===== src/hdl/lbam_pkg.sv =====
package lbam_pkg;

  // Greyscale depth and lamp count
  localparam int GREY_BITS   = 4;
  localparam int LAMP_COUNT  = 64;
  localparam int BANK_LAMPS  = 8;
  localparam int BANK_COUNT  = LAMP_COUNT / BANK_LAMPS;
  localparam int CYCLE_TICKS = (1 << GREY_BITS) - 1;

  localparam int LAMP_W  = $clog2(LAMP_COUNT);
  localparam int BANK_W  = $clog2(BANK_COUNT);
  localparam int LANE_W  = $clog2(BANK_LAMPS);
  localparam int TICK_W  = 4;
  localparam int PLANE_W = 2;
  localparam int ROW_W   = BANK_LAMPS * GREY_BITS;

  localparam logic [TICK_W-1:0] LAST_TICK = TICK_W'(CYCLE_TICKS - 1);

  // Command codes carried in the input tuser field
  typedef enum logic [1:0] {
    CMD_WRITE   = 2'd0,
    CMD_TICK    = 2'd1,
    CMD_RESTART = 2'd2,
    CMD_READ    = 2'd3
  } cmd_t;

  // Controller to datapath
  typedef struct packed {
    logic accept;  // input transfer this cycle
    logic load;    // load the output register
  } dp_ctl_t;

  // Datapath to controller
  typedef struct packed {
    logic out_free;  // output register empty or being drained
  } dp_stat_t;

  // Plane shown at tick t: floor(log2(t+1))
  function automatic logic [PLANE_W-1:0] plane_of_tick(input logic [TICK_W-1:0] t);
    logic [TICK_W:0]      v;
    logic [PLANE_W-1:0]   p;
    v = {1'b0, t} + (TICK_W+1)'(1);
    p = '0;
    for (int i = 1; i <= TICK_W; i++) begin
      if ((v >> i) != '0) p = PLANE_W'(i);
    end
    return p;
  endfunction

endpackage


===== src/hdl/lbam_ctrl.sv =====
module lbam_ctrl
  import lbam_pkg::*;
(
  input  logic     clk,
  input  logic     rst,
  input  logic     in_valid,
  output logic     in_ready,
  input  dp_stat_t stat,
  output dp_ctl_t  ctl
);

  typedef enum logic [1:0] {
    ST_IDLE = 2'b01,
    ST_EXEC = 2'b10
  } state_t;

  state_t state, state_next;

  assign in_ready   = (state == ST_IDLE);
  assign ctl.accept = in_valid && in_ready;
  assign ctl.load   = (state == ST_EXEC) && stat.out_free;

  // Next state
  always_comb begin
    state_next = state;
    case (state)
      ST_IDLE: if (ctl.accept) state_next = ST_EXEC;
      ST_EXEC: if (stat.out_free) state_next = ST_IDLE;
      default: state_next = ST_IDLE;
    endcase
  end

  always_ff @(posedge clk) begin
    if (rst) state <= ST_IDLE;
    else     state <= state_next;
  end

endmodule


===== src/hdl/lbam_dp.sv =====
module lbam_dp
  import lbam_pkg::*;
(
  input  logic               clk,
  input  logic               rst,
  input  dp_ctl_t            ctl,
  output dp_stat_t           stat,
  input  cmd_t               cmd_in,
  input  logic [LAMP_W-1:0]  lamp_in,
  input  logic [3:0]         level_in,
  input  logic [2:0]         bank_in,
  input  logic [TICK_W-1:0]  start_in,
  input  logic               start_we,
  output logic               out_valid,
  input  logic               out_ready,
  output logic [7:0]         out_bits,
  output logic [PLANE_W-1:0] out_plane,
  output logic [TICK_W-1:0]  out_tick
);

  logic [ROW_W-1:0]      mem [BANK_COUNT];
  logic [ROW_W-1:0]      rdata;
  logic [LAMP_COUNT-1:0] lamp_valid;
  logic [TICK_W-1:0]     start_position;
  logic [TICK_W-1:0]     tick;
  cmd_t                  cmd;
  logic [BANK_W-1:0]     bank;
  logic [PLANE_W-1:0]    plane;
  logic [7:0]            bits;

  logic [BANK_W-1:0] wr_row;
  logic [LANE_W-1:0] wr_lane;

  assign wr_row  = lamp_in[LAMP_W-1:LANE_W];
  assign wr_lane = lamp_in[LANE_W-1:0];

  assign stat.out_free = !out_valid || out_ready;

  // Start position register
  always_ff @(posedge clk) begin
    if (rst)           start_position <= '0;
    else if (start_we) start_position <= start_in;
  end

  // Level store: one row per bank, lane write; registered row read
  always_ff @(posedge clk) begin
    if (ctl.accept && cmd_in == CMD_WRITE) begin
      mem[wr_row][wr_lane*GREY_BITS +: GREY_BITS] <= level_in[GREY_BITS-1:0];
    end
    if (ctl.accept) rdata <= mem[bank_in[BANK_W-1:0]];
  end

  // Lamps never written since reset read as zero
  always_ff @(posedge clk) begin
    if (rst) begin
      lamp_valid <= '0;
    end else if (ctl.accept && cmd_in == CMD_WRITE) begin
      lamp_valid[lamp_in] <= 1'b1;
    end
  end

  // Tick counter and captured command
  always_ff @(posedge clk) begin
    if (rst) begin
      tick <= '0;
    end else if (ctl.accept) begin
      case (cmd_in)
        CMD_TICK:    tick <= (tick == LAST_TICK) ? '0 : tick + TICK_W'(1);
        CMD_RESTART: tick <= (start_position > LAST_TICK) ? LAST_TICK : start_position;
        default:     tick <= tick;
      endcase
    end
  end

  always_ff @(posedge clk) begin
    if (ctl.accept) begin
      cmd  <= cmd_in;
      bank <= bank_in[BANK_W-1:0];
    end
  end

  // Bank bits at the current plane
  assign plane = plane_of_tick(tick);

  always_comb begin
    for (int k = 0; k < BANK_LAMPS; k++) begin
      bits[k] = (cmd == CMD_READ) && lamp_valid[{bank, LANE_W'(k)}]
                && rdata[k*GREY_BITS + int'(plane)];
    end
  end

  // Output register
  always_ff @(posedge clk) begin
    if (rst)               out_valid <= 1'b0;
    else if (ctl.load)     out_valid <= 1'b1;
    else if (out_ready)    out_valid <= 1'b0;
  end

  always_ff @(posedge clk) begin
    if (ctl.load) begin
      out_bits  <= bits;
      out_plane <= plane;
      out_tick  <= tick;
    end
  end

endmodule


===== src/hdl/lamp_bit_angle_modulator.sv =====
// Each input transfer does a registered read of the level store, then loads the output
//   register once it is free; one result per item. No new item is taken until the
//   previous result has been loaded into the output register.
// Reset (rst, synchronous): levels read as zero, tick counter 0, start 0;
//   no clearing pass, items are taken the cycle after reset.
module lamp_bit_angle_modulator
  import lbam_pkg::*;
(
  input  logic        clk,
  input  logic        rst,
  // configuration: start_position[3:0]
  input  logic        cfg_valid,
  output logic        cfg_ready,
  input  logic [3:0]  cfg_data,
  input  logic        s_tvalid,
  output logic        s_tready,
  // lamp_index[5:0], level[9:6], bank_index[12:10], zero[15:13]
  input  logic [15:0] s_tdata,
  // command[1:0]
  input  logic [1:0]  s_tuser,
  output logic        m_tvalid,
  input  logic        m_tready,
  // bank_bits[7:0], bit_plane[9:8], tick_position[13:10], zero[15:14]
  output logic [15:0] m_tdata
);

  dp_ctl_t            ctl;
  dp_stat_t           stat;
  logic [7:0]         out_bits;
  logic [PLANE_W-1:0] out_plane;
  logic [TICK_W-1:0]  out_tick;

  assign cfg_ready = 1'b1;

  lbam_ctrl u_ctrl (
    .clk      (clk),
    .rst      (rst),
    .in_valid (s_tvalid),
    .in_ready (s_tready),
    .stat     (stat),
    .ctl      (ctl)
  );

  lbam_dp u_dp (
    .clk       (clk),
    .rst       (rst),
    .ctl       (ctl),
    .stat      (stat),
    .cmd_in    (cmd_t'(s_tuser)),
    .lamp_in   (s_tdata[5:0]),
    .level_in  (s_tdata[9:6]),
    .bank_in   (s_tdata[12:10]),
    .start_in  (cfg_data),
    .start_we  (cfg_valid && cfg_ready),
    .out_valid (m_tvalid),
    .out_ready (m_tready),
    .out_bits  (out_bits),
    .out_plane (out_plane),
    .out_tick  (out_tick)
  );

  assign m_tdata = {2'b00, out_tick, out_plane, out_bits};

endmodule


===== config.mk =====
export PLATFORM = sky130hd
export DESIGN_NAME = lamp_bit_angle_modulator
export DESIGN_NICKNAME = d
export VERILOG_FILES = /design/src/hdl/lbam_pkg.sv /design/src/hdl/lbam_ctrl.sv /design/src/hdl/lbam_dp.sv /design/src/hdl/lamp_bit_angle_modulator.sv
export SDC_FILE = /design/constraint.sdc
export NUM_CORES = 1
export LEC_CHECK = 0
export BUFFER_PORTS_ARGS = -buffer_cell sky130_fd_sc_hd__buf_4
export CAP_MARGIN = 25
export CORE_MARGIN = 5
export CORE_UTILIZATION = 35
export DETAILED_ROUTE_END_ITERATION = 16
export PLACE_DENSITY = 0.59
export SETUP_SLACK_MARGIN = 0.4
export SLEW_MARGIN = 10
export SYNTH_ARGS = -nofsm -noshare
export SYNTH_HDL_FRONTEND = slang
export SYNTH_SLANG_ARGS = --single-unit

===== constraint.sdc =====
create_clock -name clk -period 3.89 [get_ports clk]
set_clock_uncertainty 0.05 [all_clocks]
set_input_delay 0.778 -clock clk [delete_from_list [all_inputs] [get_ports clk]]
set_output_delay 0.778 -clock clk [all_outputs]
set_load 0.05 [all_outputs]

Word level (Yosys, flattened, before mapping)
Memories as Yosys holds them, arrays and structs flattened. A register that Yosys moved wholly into a read port is not among the register bits.
Cells that the tools add are included.

word-level totals
  register bits = 94
  bits of input ports = 27
  output and inout port bits = 19
  memories = 1
  bits in writable memories = 256
  word-level logic and storage cells = 136

memories
  memory    depth  width  rd ports  clocked after memory_dff  wr ports  line           text
  u_dp.mem  8      32     1         1                         1         lbam_dp.sv:21  logic [ROW_W-1:0] mem [BANK_COUNT];

cells by class
  order comparisons = 19
  reductions and logical operators = 30
  add/subtract/negate cells = 10
  bitwise logic cells = 1
  eq/ne operators = 8
  shift-type cells = 2
  muxes and demuxes = 55

operator list
  kind                                                                            number
  32-bit by 7-bit less-than comparator with 1-bit output (second input constant)  7
  64-bit bitwise OR                                                               1
  6-bit by 7-bit less-than comparator with 1-bit output (second input constant)   9
  1-bit binary-select mux with 5-bit select                                       7
  5-bit negation with 34-bit output                                               1
  4-bit by 34-bit variable shift with 32-bit output (first input constant)        1
  4-bit by 34-bit variable part select with 32-bit output                         1
  32-bit 2-to-1 mux                                                               1
  1-bit 2-to-1 mux                                                                28
  5-bit by 2-bit adder with 6-bit output (first input constant)                   4
  1-bit binary-select mux with 3-bit select                                       8
  1-bit logical AND                                                               20
  5-bit nonzero test                                                              3
  4-bit by 2-bit adder with 5-bit output (first input constant)                   2
  2-bit 2-to-1 mux                                                                5
  4-bit 2-to-1 mux                                                                2
  4-bit one-hot mux with 2 select lines                                           1
  1-bit demux with 6-bit select                                                   1
  2-bit == test (second input constant)                                           3
  6-bit by 1-bit >= comparator with 1-bit output (second input constant)          1
  2-bit by 6-bit less-than comparator with 1-bit output (second input constant)   1
  4-bit by 1-bit adder with 5-bit output (second input constant)                  1
  3-bit by 2-bit adder with 4-bit output (first input constant)                   1
  4-bit by 1-bit adder with 4-bit output (second input constant)                  1
  other kinds (11)                                                                15

Logic depth before layout (Yosys ltp)
  depth after elaboration = 11
  depth in mapped cells = 9
  mapped depth without buffers = 8

Hierarchy
From an unflattened synthesis, not the netlist that was laid out.

unflattened totals
  cells, all modules = 969
  area total of the unflattened synthesis = 15263.4 µm²

by module, submodules not included
  module                    cells an instance  area each (µm²)  seq. area each (µm²)  instances
  lbam_dp                   955                15138.3          10680.2               1
  lbam_ctrl                 9                  95.1             40.0                  1
  lamp_bit_angle_modulator  5                  30.0             0.0                   1

Worst setup path before layout
OpenSTA, ideal clock, no wires.

  kind = input to register
  start = in s_tvalid
  end = mem u_dp.mem[0][0] (netlist bit), enable pin
  buffers on the path = 2
  arrival time = 3064 ps
  data required time = 3479 ps
  stages = 5
  slack = 414 ps
  library setup time = 361 ps
  cells stage by stage = and3b_1 -> clkbuf_1 -> nand2_1 -> clkbuf_1 -> nor3_1

RTL lines
  item                line                            text
  start: declaration  lamp_bit_angle_modulator.sv:15  input logic s_tvalid,
  end: declaration    lbam_dp.sv:21

Worst setup path after layout
  start = reg u_dp.tick[0]
  end = reg u_dp.out_bits[4], data pin

on the way
  longest elaborated chain between the ends = 11
  elaborated cells on any way between the ends = 13
  those cells by class = add/sub (2); mux (7); reduce/logical (4)

ends and longest elaborated chain
  item                                                     line            text
  start: declaration                                       lbam_dp.sv:25   logic [TICK_W-1:0] tick;
  start signal: assignment                                 lbam_dp.sv:68   CMD_TICK: tick <= (tick == LAST_TICK) ? '0 : tick + TICK_W'(1);
  start signal: assignment                                 lbam_dp.sv:69   CMD_RESTART: tick <= (start_position > LAST_TICK) ? LAST_TICK : start_position;
  start signal: assignment                                 lbam_dp.sv:70   default: tick <= tick;
  4-bit by 1-bit adder with 5-bit output (*)               lbam_pkg.sv:42  v = {1'b0, t} + (TICK_W+1)'(1);
  5-bit nonzero test                                       lbam_pkg.sv:45  if ((v >> i) != '0) p = PLANE_W'(i);
  1-bit 2-to-1 mux                                         lbam_pkg.sv:45
  2-bit 2-to-1 mux (2 in a row)                            lbam_pkg.sv:45
  2-bit 2-to-1 mux (*)                                     lbam_pkg.sv:45
  5-bit by 2-bit adder with 6-bit output (*)               lbam_dp.sv:88   && rdata[k*GREY_BITS + int'(plane)];
  1-bit binary-select mux with 5-bit select (*)            lbam_dp.sv:88
  1-bit 2-to-1 mux (not written as such) (*) (2 in a row)  lbam_dp.sv:88
  1-bit logical AND (*)                                    lbam_dp.sv:88
  named net u_dp.bits[4]                                   lbam_dp.sv:29   logic [7:0] bits;
  end signal: assignment                                   lbam_dp.sv:101  out_bits <= bits;
  end: declaration                                         lbam_dp.sv:16   output logic [7:0] out_bits,

The timed path passes the listed nets; every way through them passes the cells marked *. The select of a mux whose other input is x is not followed.
A chain may end at the register's enable or synchronous reset.

==> flow_summary.yaml <==
synthesis:
  synth_area_per_cell_um2: 15.80
  syn_inst: 965
  yosys_warnings: 0
  yosysTopAreaCell: "edfxtp_1"
  yosysSeqAreaShare_pct: 70.30
  synth_seq_cells: 382
  synth.distinct_cells: 45
  netlist_top_cells_area: "edfxtp_1 (60%), mux4_2 (11%), dfxtp_1 (9.8%), nor2_1 (3.7%), mux2_2 (2.4%)"
  synthArstFlopShare_pct: 0
  synth_area_mm2: 0.01525
  synth-edff-count: 307
  synth-main-ff-cell: "edfxtp_1"
  synth_top_area_share_pct: 60.45
pwr:
  p_total_mw: 8.724
  p_leak_nw: 5.543
  vdd.ir_drop.worst_v: 0.0002480
  power.density_mw_per_mm2: 496.0
floorplanning:
  die_w_um: 218.7
  die_h_um: 218.7
  dieArea_mm2: 0.04785
  core_area_mm2: 0.04308
  start_util_pct: 35.40
  io_pins: 46
  rows: 76
global_routing:
  grt-ovfl-total: 0
  grt_start_max_net_pins: 75
  grt_use_total_pct: 13.88
  grt_pass1_wl_mm: 50.88
  grt_pass1_vias: 8420
  antenna_found_initial: 0
placement:
  gp_congestion: 0.7473
  port_buffers: 39
  place_ws_ns: 0.5169
  hpwl_mm: 21.64
clocking:
  path_clk_slew_ns: 0.06
  cts_root_buf: "clkbuf_16"
  ctsResizeCount: 0
  hold_buffers: 0
  cts_tree: "yes"
  ctsHtreeMaxLevel: 2
  cts_made_buffers: 41
  cts.sinks: 382
  post_cts_buffers: 0
  clkLatencyLatePin_ns: 0.53
  cts.path.max_buffers: 3
worst_setup_path:
  required_ns: 4.09
  worst_setup_path_end_kind: "register"
  cp_max_fo: 9
  cp.arrival_ns: 3.38
  startpoint_type: "register"
  worstSetupPathType: "register to register"
timing:
  hold_viol: 0
  fmax_ghz: 0.3150
  worst_slack_ns: 0.7157
  setup_viol: 0
  grt_setup_unrepaired: "false"
  finalSetupTns_ns: 0
  relSlewSlack_pct: 35.21
  worst_hold_slack_ns: 0.3916
  worst_pin_slew_ns: 0.9644
  slew_viol_final: 0
  period_share_pct: 81.60
  fin_crit_ns: 3.174
routing:
  drt_iter0_markers: 875
  antenna_left: 0
  drc: 0
  wl_mm: 33.33
  first_pass_iters: 6
  via_count: 8271
  routed_via_density: 5.037
  avgRoutedWirePerCell_um: 20.30
min_path:
  hp-class: "input pin to register"
finish:
  seq_area_mm2: 0.01072
  drive_gt1_share_pct: 22.61
  multiInputGateArea_mm2: 0.004237
  fin_util_pct: 40.83
  n_fill_cell: 3872
  final_net_count: 1058
  n_antenna_cell: 0
  area_growth_pct: 15.34
job:
  cap_violations: 0
run_status:
  status: "completed"
registers in the layout, summed over array words and instances, names as in the netlist, 2 cells and up:
signal               flops
u_dp.out_tick            4
u_dp.start_position      4
u_dp.rdata              32
u_dp.lamp_valid         64
u_dp.out_plane           2
u_ctrl.state             2
u_dp.out_bits            8
u_dp.cmd                 2
u_dp.bank                3
u_dp.tick                4
u_dp.mem               256
kinds of logic after synthesis:
kind of cell               count (synthesis)  share of synthesized area [%]
xor gates and xnor gates                   1                        0.05744
muxes                                    124                          14.31
buffers and inverters                     63                          1.986
adders and majority gates                  6                         0.4923
and+or+nand+nor                          268                          8.065
AOI/OAI and AO/OA                        119                          4.742
DFF                                      382                          70.30
other                                      2                        0.04925
cell usage in the layout (no fill, tap or decap), drive strengths merged:
master | Yosys | layout
a211oi | 26 | 26
a21boi | 1 | 1
a21o | 1 | 1
a21oi | 68 | 68
a311oi | 9 | 9
a31o | 1 | 1
and2 | 30 | 30
and3 | 1 | 1
and3b | 1 | 1
buf | 22 | 69
bufinv | 0 | 4
clkbuf | 33 | 56
clkinv | 0 | 15
clkinvlp | 0 | 1
conb | 2 | 3
dfxtp | 75 | 75
edfxtp | 307 | 307
ha | 6 | 6
inv | 8 | 9
mux2 | 32 | 32
mux2i | 20 | 20
mux4 | 72 | 72
nand2 | 23 | 23
nand2b | 7 | 7
nand3 | 4 | 4
nand3b | 4 | 4
nor2 | 150 | 150
nor2b | 10 | 10
nor3 | 28 | 28
nor3b | 1 | 1
nor4 | 1 | 1
nor4b | 1 | 1
o211ai | 2 | 2
o21ai | 10 | 10
o31ai | 1 | 1
or2 | 1 | 1
or3 | 2 | 2
or3b | 4 | 4
xor2 | 1 | 1
cell usage after synthesis, drive strengths merged (2+ instances only):
library cell,n
a311oi,9
clkbuf,33
edfxtp,307
mux2,32
o211ai,2
conb,2
nand3,4
dfxtp,75
o21ai,10
nor2b,10
nand3b,4
ha,6
and2,30
a21oi,68
buf,22
or3,2
nor2,150
a211oi,26
mux4,72
or3b,4
nand2b,7
nor3,28
nand2,23
mux2i,20
inv,8
report_power, final:
| part | leakage [nW] | internal [mW] | total, mW | switching, mW |
|---|---|---|---|---|
| registers | 3.27 | 4.44 | 4.46 | 0.0222 |
| clock network | 0.637 | 2.28 | 3.79 | 1.51 |
| logic | 1.63 | 0.172 | 0.471 | 0.299 |
| total | 5.54 | 6.89 | 8.72 | 1.83 |
critical path, cell delays in order (launching register included):
cell and delay, ns:
dfxtp_1 0.46, inv_1 0.10, ha_1 0.33, or3_1 0.56, or3b_1 0.58, mux2i_1 0.25
a211oi_1 0.56
per-layer routing:
| layer | vias to the layer above | GRT usage (%) | wire [um] |
|---|---|---|---|
| met5 | - | 0 | 0 |
| met4 | 0 | 3.475 | 608 |
| met3 | 47 | 2.286 | 1854 |
| met2 | 220 | 23.50 | 16670 |
| met1 | 4183 | 18.83 | 14200 |
| li1 | 3821 | - | - |
cell type report:
cell class	count	area share, %
Clock buffer	54	6.352
Clock inverter	21	1.124
Inverter	8	0.1707
Multi-Input combinational cell	521	24.09
Sequential cell	382	60.95
Tap cell	585	4.161
Timing Repair Buffer	71	3.158
path summary, 6_finish.rpt:
path	start	to	slack (ns)	depth (start not counted)
setup reg to reg	u_dp.tick[0]$_SDFFE_PP0P_	u_dp.out_bits[4]$_DFFE_PP_	0.72	6
setup / recovery	u_dp.tick[0]$_SDFFE_PP0P_	u_dp.out_bits[4]$_DFFE_PP_	0.72	6
hold / removal	s_tuser[0]	u_dp.cmd[0]$_DFFE_PP_	0.39	1
hold reg to reg	u_dp.lamp_valid[21]$_SDFFE_PP0P_	u_dp.lamp_valid[21]$_SDFFE_PP0P_	0.41	2
per-stage QoR:
step	instances	cell area, um^2
after floorplan	966	15250
final	1642	17590
after CTS	1639	17570
after global placement	1563	16250
after global routing	1642	17590
after detailed placement	1564	16250
No activity file was read; power rests on OpenSTA's default activity.
